==> src/nsd_pkg.sv <==
// ----------------------------------------------------------------------------
// nsd_pkg: shared types and constants
// Beat payloads, queue entry and table entry for the nearest segment search.
// ----------------------------------------------------------------------------
package nsd_pkg;

   localparam int MAX_SEGMENTS = 16;
   localparam int SLOT_W       = $clog2(MAX_SEGMENTS);
   localparam int COUNT_W      = 5;
   localparam int COORD_W      = 24;
   localparam int DIST_W       = 25;

   localparam logic [DIST_W-1:0]  DIST_MAX  = {DIST_W{1'b1}};
   localparam logic [COUNT_W-1:0] COUNT_MAX = COUNT_W'(MAX_SEGMENTS);

   typedef enum logic {
      OP_LOAD  = 1'b0,
      OP_QUERY = 1'b1
   } op_kind_type;

   // request beat
   typedef struct packed {
      logic                      cmd;
      logic [SLOT_W-1:0]         slot;
      logic signed [COORD_W-1:0] start_x;
      logic signed [COORD_W-1:0] start_y;
      logic signed [COORD_W-1:0] end_x;
      logic signed [COORD_W-1:0] end_y;
      logic signed [COORD_W-1:0] point_x;
      logic signed [COORD_W-1:0] point_y;
   } req_type;

   // response beat
   typedef struct packed {
      logic [DIST_W-1:0] distance;
      logic [SLOT_W-1:0] nearest_slot;
      logic              no_segments;
   } rsp_type;

   // one table entry
   typedef struct packed {
      logic signed [COORD_W-1:0] sx;
      logic signed [COORD_W-1:0] sy;
      logic signed [COORD_W-1:0] ex;
      logic signed [COORD_W-1:0] ey;
   } seg_type;

   // classified work item; a query carries its point in seg.sx / seg.sy
   typedef struct packed {
      op_kind_type       kind;
      logic [SLOT_W-1:0] slot;
      seg_type           seg;
   } op_type;

   // queue head toward the engine
   typedef struct packed {
      logic   valid;
      op_type op;
   } queue_head_type;

endpackage

==> src/nsd_front.sv <==
// ----------------------------------------------------------------------------
// nsd_front: request intake and work queue
// Accepts request beats, classifies them into load or query items and holds
// them in a two-entry queue in front of the engine.
// ----------------------------------------------------------------------------
module nsd_front import nsd_pkg::*; (
   input  logic           clock,
   input  logic           reset,
   input  logic           req_valid,
   output logic           req_ready,
   input  req_type        req_data,
   output queue_head_type head,
   input  logic           head_pop
);

   op_type      ent_ff [2];
   op_type      ent_in;
   logic        wr_ptr_ff, wr_ptr_in;
   logic        rd_ptr_ff, rd_ptr_in;
   logic [1:0]  fill_ff, fill_in;
   logic        push, pop;

   // classify the beat
   always_comb begin
      ent_in.slot = req_data.slot;
      if (req_data.cmd == OP_QUERY) begin
         ent_in.kind   = OP_QUERY;
         ent_in.seg.sx = req_data.point_x;
         ent_in.seg.sy = req_data.point_y;
         ent_in.seg.ex = req_data.end_x;
         ent_in.seg.ey = req_data.end_y;
      end else begin
         ent_in.kind   = OP_LOAD;
         ent_in.seg.sx = req_data.start_x;
         ent_in.seg.sy = req_data.start_y;
         ent_in.seg.ex = req_data.end_x;
         ent_in.seg.ey = req_data.end_y;
      end
   end

   assign req_ready  = (fill_ff != 2'd2);
   assign push       = req_valid && req_ready;
   assign pop        = head_pop && (fill_ff != 2'd0);
   assign head.valid = (fill_ff != 2'd0);
   assign head.op    = ent_ff[rd_ptr_ff];

   // pointer and fill bookkeeping
   always_comb begin
      wr_ptr_in = push ? ~wr_ptr_ff : wr_ptr_ff;
      rd_ptr_in = pop  ? ~rd_ptr_ff : rd_ptr_ff;
      fill_in   = fill_ff + {1'b0, push} - {1'b0, pop};
   end

   always_ff @(posedge clock) begin
      if (reset) begin
         wr_ptr_ff <= 1'b0;
         rd_ptr_ff <= 1'b0;
         fill_ff   <= 2'd0;
      end else begin
         wr_ptr_ff <= wr_ptr_in;
         rd_ptr_ff <= rd_ptr_in;
         fill_ff   <= fill_in;
      end
   end

   always_ff @(posedge clock) begin
      if (push) begin
         ent_ff[wr_ptr_ff] <= ent_in;
      end
   end

endmodule

==> config.mk <==
export PLATFORM = sky130hd
export DESIGN_NAME = nsd_front
export DESIGN_NICKNAME = d
export VERILOG_FILES = /design/src/nsd_pkg.sv /design/src/nsd_front.sv
export SDC_FILE = /design/constraint.sdc
export NUM_CORES = 1
export LEC_CHECK = 0
export BUFFER_PORTS_ARGS = -buffer_cell sky130_fd_sc_hd__buf_2
export CAP_MARGIN = 0
export CORE_ASPECT_RATIO = 1.1
export CORE_MARGIN = 5
export CORE_UTILIZATION = 50
export DETAILED_ROUTE_END_ITERATION = 10
export PLACE_DENSITY_LB_ADDON = 0.2
export RECOVER_POWER = 25
export SLEW_MARGIN = 20
export SYNTH_ARGS = -nofsm -noshare
export SYNTH_HDL_FRONTEND = slang
export SYNTH_SLANG_ARGS = --single-unit
==> constraint.sdc <==
create_clock -name clock -period 7.75 [get_ports clock]
set_input_delay 0.775 -clock clock [delete_from_list [all_inputs] [get_ports clock]]
set_output_delay 0.775 -clock clock [all_outputs]
set_load 0.05 [all_outputs]
=== After elaboration in Yosys (flattened, before gate mapping) ===
Memories as Yosys holds them, arrays and structs flattened. A register that Yosys moved wholly into a read port is not among the register bits.
Cells that the tools add are included.

* Register bits after elaboration: 4
* Memory bits (writable): 202
* Bits of input ports: 153
* Output and inout bits: 103
* Word-level logic and storage cells: 18
* Memories kept: 1

* $add $sub $neg: 2
* Eq/ne operators: 1
* Multiplexer cells: 6
* Bitwise gates (word level): 2
* Reductions and logical operators: 3

{| class="wikitable"
|+ Memory list
! name !! depth !! width !! read ports !! clocked after Yosys merged registers in !! wr ports !! RTL line !! text
|-
| ent_ff || 2 || 101 || 1 || 1 || 1 || nsd_front.sv:16 || <nowiki>op_type ent_ff [2];</nowiki>
|}

{| class="wikitable"
|+ Operators with widths
! operator !! number
|-
| 96-bit 2-to-1 mux || 1
|-
| 1-bit 2-to-1 mux || 5
|-
| 2-bit by 1-bit adder with 2-bit output || 1
|-
| 1-bit logical AND || 2
|-
| 2-bit inequality test, second input constant || 1
|-
| 1-bit inverter || 2
|-
| 2-bit nonzero test || 1
|-
| 2-bit by 1-bit subtractor with 2-bit output || 1
|}

=== Logic depth before layout (Yosys ltp) ===
Gate-level depths: netlist (run 1).

* Depth after elaboration: 4
* Mapped depth: 8
* Depth with buffers taken out: 8

=== Least setup slack after synthesis (run 1) ===
Ideal clock, no wire load.

* Path kind: in2reg
* From: in req_valid
* To: mem ent_ff[0][0] (netlist name) (enable)
* Setup time: 0.562 ns
* Arrival time: 5.072 ns
* Data required time: 7.188 ns
* Slack: 2.116 ns
* Cell stages on the path: 2
* Path buffers: 0
* Cells stage by stage: nand2_1 nor2_1

* Longest elaborated chain between the ends: 3

{| class="wikitable"
|+ Ends and longest elaborated chain
! what !! RTL line !! text
|-
| from (decl) || nsd_front.sv:9 || <nowiki>input logic req_valid,</nowiki>
|-
| 1-bit logical AND || nsd_front.sv:42 || <nowiki>assign push = req_valid && req_ready;</nowiki>
|-
| 1-bit 2-to-1 mux || nsd_front.sv:67 || <nowiki>if (push) begin</nowiki>
|-
| 1-bit 2-to-1 mux (implied by the code) || nsd_front.sv:68 || <nowiki>ent_ff[wr_ptr_ff] <= ent_in;</nowiki>
|-
| to (decl) || nsd_front.sv:16 ||
|}

No other way between the ends.

=== Final worst setup path (run 1) ===
* From: reg fill_ff[0]
* To: mem ent_ff[1][76] (netlist name) (enable)

* Longest elaborated chain between the ends: 4

{| class="wikitable"
|+ Ends and longest elaborated chain
! what !! RTL line !! text
|-
| from (decl) || nsd_front.sv:20 || <nowiki>logic [1:0] fill_ff, fill_in;</nowiki>
|-
| from (signal assigned) || nsd_front.sv:62 || <nowiki>fill_ff <= fill_in;</nowiki>
|-
| 2-bit inequality test || nsd_front.sv:41 || <nowiki>assign req_ready = (fill_ff != 2'd2);</nowiki>
|-
| 1-bit logical AND || nsd_front.sv:42 ||
|-
| 1-bit 2-to-1 mux || nsd_front.sv:67 ||
|-
| 1-bit 2-to-1 mux (implied by the code) || nsd_front.sv:68 ||
|}

No other way between the ends.

==> flow_summary.ini, run 1 <==
[outcome]
status = finished with violations
violations = capacitance limit, slew limit

[place]
portBuffers = 255
placed_area_um2 = 10010
place_ws_ns = 4.462
dp_hpwl_um = 11420
gp_congestion = 0.7161
placed_cells = 869

[setup_path]
cp_cell_sequence = nand2b_2 > and3_1 > buf_4
worstPathMaxFanout = 52
worst_setup_path_end_kind = flip-flop
r2r_slack_ns = 4.24
start_kind = flip-flop
worstSetupPathType = reg -> reg
cp.required_ns = 7.86
worst_r2r_path_depth = 3
critical_path_arrival_ns = 3.62
crit_slowest_cell = and3_1
timing.rr.end = ent_ff[1][76]$_DFFE_PP_
r2r_start = fill_ff[0]$_SDFF_PP0_
max_stage_delay_ns = 1.71

[sta]
final-setup-viol-count = 0
finalCritPeriodShare_pct = 45.24
fmax_mhz = 285.2
fin_tns_setup_ns = 0
fin_crit_ns = 3.506
maxSlewHeadroom_pct = -95.15
rsz0062_at_grt = false
slew_viol_final = 102
clock-skew-final_ns = 0.006728
hold_viol_final = 0
tightest_slew_ns = 2.927
layout_setup_ws_ns = 4.244

[power_and_ir_drop]
vdd_ir_drop_max_mv = 0.2314
powerDensity_nw_per_um2 = 360.0
power.total_uw = 3827
leakage_uw = 0.004213

[cells_and_area]
multi_input_area_um2 = 2191
final_cells = 908
diodes = 0
area_delta_synth_final_pct = 23.23
regArea_um2 = 6170
fill_cells = 1310
drive_above_1_share_pct = 60.39
final_cell_mix = buf_2 (225), edfxtp_1 (202), mux2_4 (101)
final_common_cell = buf_2
num-nets-final = 814
design_area_um2 = 10630

[detailed_routing]
drt-initial-drc-count = 207
routedWlPerCell_um = 18.43
drt_drc_violations_left = 0
dr.pass1.iters = 4
routed_wl_um = 16730
vias_per_cell = 4.896
detail-route-antenna-nets = 0
routed-via-count = 4446

[grt]
busiest_layer = met2
antenna_found_initial = 0
grtUsageTotal_pct = 16.27
grt_pass1_wl_um = 25590
grt_max_degree = 62
use_met3_pct = 5.071
use_met1_pct = 20.41
grt_pass1_vias = 4824
grt_use_met2_pct = 27.39
grt_overflow_total = 0

[clock_network]
cts_setup_buffers = 0
postCtsHoldBufs = 0
cts_max_level = 1
clk_pin_slew_ns = 0.06
cts_buffer_depth = 3
root_buffer = clkbuf_16
cts_tree = built
post_cts_resize_count = 0
cts_sinks = 207
cts_buffers = 22
clock_latency_ns = 0.49

[floorplanning]
chipWidth_um = 135.2
die_y_um = 147.8
rows = 50
die_area_um2 = 19980
pin_count = 256
core-area_um2 = 17020
start_util_pct = 50.70

[yosys]
avgSynthCellArea_um2 = 22.06
ys_seq_elements = 207
synth_area_um2 = 8627
synth-seq-area-share_pct = 71.47
ys_types = 18
synth_cells = 391
synth_nets = 546
synth_warnings = 0

[min_path]
holdCritPathClass = in -> reg
whs_path_depth = 1
whs_endpoint = ent_ff[1][28]$_DFFE_PP_
min-delay-start = req_data[76]

[flow_run]
drv_cap = 2
-- worst max-delay path: cells and delay by family (launching register included) --
family | cells | cell delay (ns)
flops | 1 | 0.37
simple gates | 2 | 1.86
buf+inv | 1 | 0.80
-- cells in the mapped netlist --
cell type | instances | area, µm²
dfxtp_1 | 5 | 100.1
xor2_1 | 1 | 8.760
nor2b_1 | 2 | 12.51
buf_6 | 4 | 45.04
nand2_1 | 1 | 3.750
buf_2 | 3 | 15.01
edfxtp_1 | 202 | 6066
mux2_4 | 110 | 1652
buf_12 | 9 | 180.2
o21a_1 | 1 | 7.510
and3_1 | 1 | 6.260
xnor2_1 | 2 | 17.52
nor2_1 | 5 | 18.77
or2_2 | 1 | 6.260
nand2b_2 | 1 | 8.760
inv_1 | 1 | 3.750
ha_1 | 2 | 25.02
mux2_2 | 40 | 450.4
-- cells by family after synthesis --
| group | after synthesis | synth area share (%) |
|---|---|---|
| flip-flops | 207 | 71.47 |
| multiplexers | 150 | 24.37 |
| buffers and inverters | 17 | 2.828 |
| AND/OR/NAND/NOR | 11 | 0.6527 |
| XOR/XNOR | 3 | 0.3046 |
| adder cells (fa/ha/maj) | 2 | 0.2900 |
| AO/OA/AOI/OAI | 1 | 0.08705 |
-- power by group --
part / total [µW] / internal, µW / switching, µW
sequential: 1490 / 1420 / 74.4
clock: 1000 / 606 / 396
combinational: 1330 / 438 / 895
-- state kept, by name (all words and copies together), names as in the netlist, named ones only --
name	count
fill_ff	2
ent_ff	202
wr_ptr_ff	1
rd_ptr_ff	1
-- per-stage QoR --
step / hold WS (ns) / utilization, %
2_1_floorplan: 0.4810 / -
3_3_place_gp: 0.4951 / 58.82
3_5_place_dp: 0.5045 / 58.82
4_1_cts: 0.4458 / 62.93
5_1_grt: 0.4495 / 62.48
6_report: 0.4738 / 62.48
-- how the worst max path moves through the flow --
stage / startpoint / endpoint / slack [ns] / cells past startpoint
2_1_floorplan: req_valid / ent_ff[0][0]$_DFFE_PP_ / 2.12 / 2
3_3_place_gp: flip-flop / head[100] / 4.48 / 3
3_5_place_dp: flip-flop / head[100] / 4.46 / 3
4_1_cts: flip-flop / head[100] / 3.93 / 3
5_1_grt: fill_ff[0]$_SDFF_PP0_ / ent_ff[1][76]$_DFFE_PP_ / 3.88 / 3
6_report: fill_ff[0]$_SDFF_PP0_ / ent_ff[1][76]$_DFFE_PP_ / 4.24 / 3
-- layer usage --
metal | part of all wire [%] | wire length (µm)
met5 | 0 | 0
met4 | 1.9 | 313
met3 | 9.4 | 1571
met2 | 51 | 8478
met1 | 38 | 6371
-- final cells by class --
class / count / share of cell area [%]
flip-flops and latches: 207 / 58.03
multi-input cells: 167 / 20.61
repair buffers: 260 / 12.00
clock buffers: 27 / 5.555
well taps: 234 / 2.754
clock inverters: 12 / 1.012
inverters: 1 / 0.03531
No activity file was read; power rests on OpenSTA's default activity.
==> inputs of run 2 (changes only) <==
==> constraint.sdc (replaced) <==
create_clock -name clock -period 3.5 [get_ports clock]
set_input_delay 0.35 -clock clock [delete_from_list [all_inputs] [get_ports clock]]
set_output_delay 0.35 -clock clock [all_outputs]
set_load 0.05 [all_outputs]
==> flow_summary.ini, run 2 (synthesis results as in run 1) <==
[cells_and_area]
top_regs = ent_ff (202), fill_ff (2)
largest_register_ffs = 202
final_common_cell = buf_2
regMostFlops = ent_ff
final_cell_mix = buf_2 (225), edfxtp_1 (202), mux2_4 (110)
drive_above_1_share_pct = 59.91
num-nets-final = 813
fill_cells = 1317
area_delta_synth_final_pct = 23.19
fin_util_pct = 62.46
diodes = 0

[place]
dp_hpwl_um = 11510
portBuffers = 255
gp_congestion = 0.7256

[sta]
slew_viol_final = 0
maxSlewHeadroom_pct = 19.98
fin_tns_setup_ns = 0
rsz0062_at_grt = false
fin_crit_ns = 2.638
final-setup-viol-count = 0
tightest_slew_ns = 1.200
fmax_mhz = 379.0
clock-skew-final_ns = 0.003645
finalCritPeriodShare_pct = 75.39
hold_viol_final = 0

[setup_path]
cp_cell_sequence = buf_4 > mux2_4 > buf_2
timing.rr.end = ent_ff[1][94]$_DFFE_PP_
r2r_start = fill_ff[0]$_SDFF_PP0_
start_kind = flip-flop
crit_slowest_cell = dfxtp_4
worst_setup_path_end_kind = primary output
critical_path_arrival_ns = 2.29
worstSetupPathType = reg -> out
r2r_slack_ns = 1.56
cp.required_ns = 3.15
max_stage_delay_ns = 0.81
worst_r2r_path_depth = 3
worstPathMaxFanout = 41

[clock_network]
post_cts_resize_count = 0
cts_buffers = 20
cts_setup_buffers = 0
postCtsHoldBufs = 0
clock_latency_ns = 0.48
cts_tree = built
root_buffer = clkbuf_16
clk_pin_slew_ns = 0.06
cts_max_level = 1
cts_sinks = 207
cts_buffer_depth = 3

[floorplanning]
rows = 50
die_area_um2 = 19980
core-area_um2 = 17020
chipWidth_um = 135.2
start_util_pct = 50.70
pin_count = 256
die_y_um = 147.8

[detailed_routing]
dr.pass1.iters = 4
drt-initial-drc-count = 218
routed_wl_um = 16650
detail-route-antenna-nets = 0
routed-via-count = 4477
drt_drc_violations_left = 0
vias_per_cell = 4.947
routedWlPerCell_um = 18.40

[flow_run]
drv_cap = 0

[grt]
grt_max_degree = 102
grt_overflow_total = 0
grt_pass1_wl_um = 25270
antenna_found_initial = 0
grt_pass1_vias = 4856
grtUsageTotal_pct = 16.14

[outcome]
status = finished clean

[power_and_ir_drop]
leakage_uw = 0.004212
powerDensity_nw_per_um2 = 778.5
vdd_ir_drop_max_mv = 0.6334

[min_path]
holdCritPathClass = in -> reg
whs_endpoint = ent_ff[1][14]$_DFFE_PP_
min-delay-start = req_data[62]
whs_path_depth = 1
## run 2: cell types whose count changed in the layout (fill, tap and decap cells not counted), sizes merged
| cell | previous run | this run |
|---|---|---|
| clkinvlp | 0 | 1 |
| buf | 229 | 231 |
| clkinv | 10 | 7 |
| clkbuf | 58 | 56 |
| bufinv | 2 | 1 |
## run 2: layer usage
layer	part of all wire, %	GRT usage (%)
met1	39	19.68
met4	1.8	3.982
met3	9.3	5.174
met5	0	0
met2	50	27.94
## run 2: worst max path at each step
stage and to:
2_1_floorplan ent_ff[0][0]$_DFFE_PP_, 3_3_place_gp head[24], 3_5_place_dp head[23], 4_1_cts head[42], 5_1_grt head[43], 6_report head[40]
## run 2: report_power, final
group	internal (µW)	switching, µW
combinational	988	1980
sequential	3130	165
clock	1170	843
total	5290	2990
## run 2: final cells by class
class	count	area [µm²]	share of cell area [%]
clock inverters	9	66.31	0.6240
clock buffers	26	544.3	5.121
repair buffers	261	1321	12.43
flip-flops and latches	207	6170	58.05
multi-input cells	167	2230	20.98
well taps	234	292.8	2.755
inverters	1	3.754	0.03532
## run 2: through the flow
step | area [µm²] | total power, µW | std cells | hold WS, ns | worst slack, ns
5_1_grt | 10630 | 8606 | 905 | 0.02827 | 0.7452
2_1_floorplan | 8636 | 5849 | 391 | 0.4216 | 0.7441
4_1_cts | 10670 | 8392 | 905 | 0.03135 | 0.7976
3_3_place_gp | 10050 | 6321 | 870 | 0.4987 | 1.359
6_report | 10630 | 8274 | 905 | 0.05845 | 0.8615
3_5_place_dp | 10050 | 6366 | 870 | 0.5278 | 1.328
## run 2: critical path, delay by kind of cell, from the launching register on
| kind | cells | cell delay, ns |
|---|---|---|
| buffers and inverters | 2 | 0.64 |
| DFF | 1 | 0.81 |
| muxes | 1 | 0.33 |
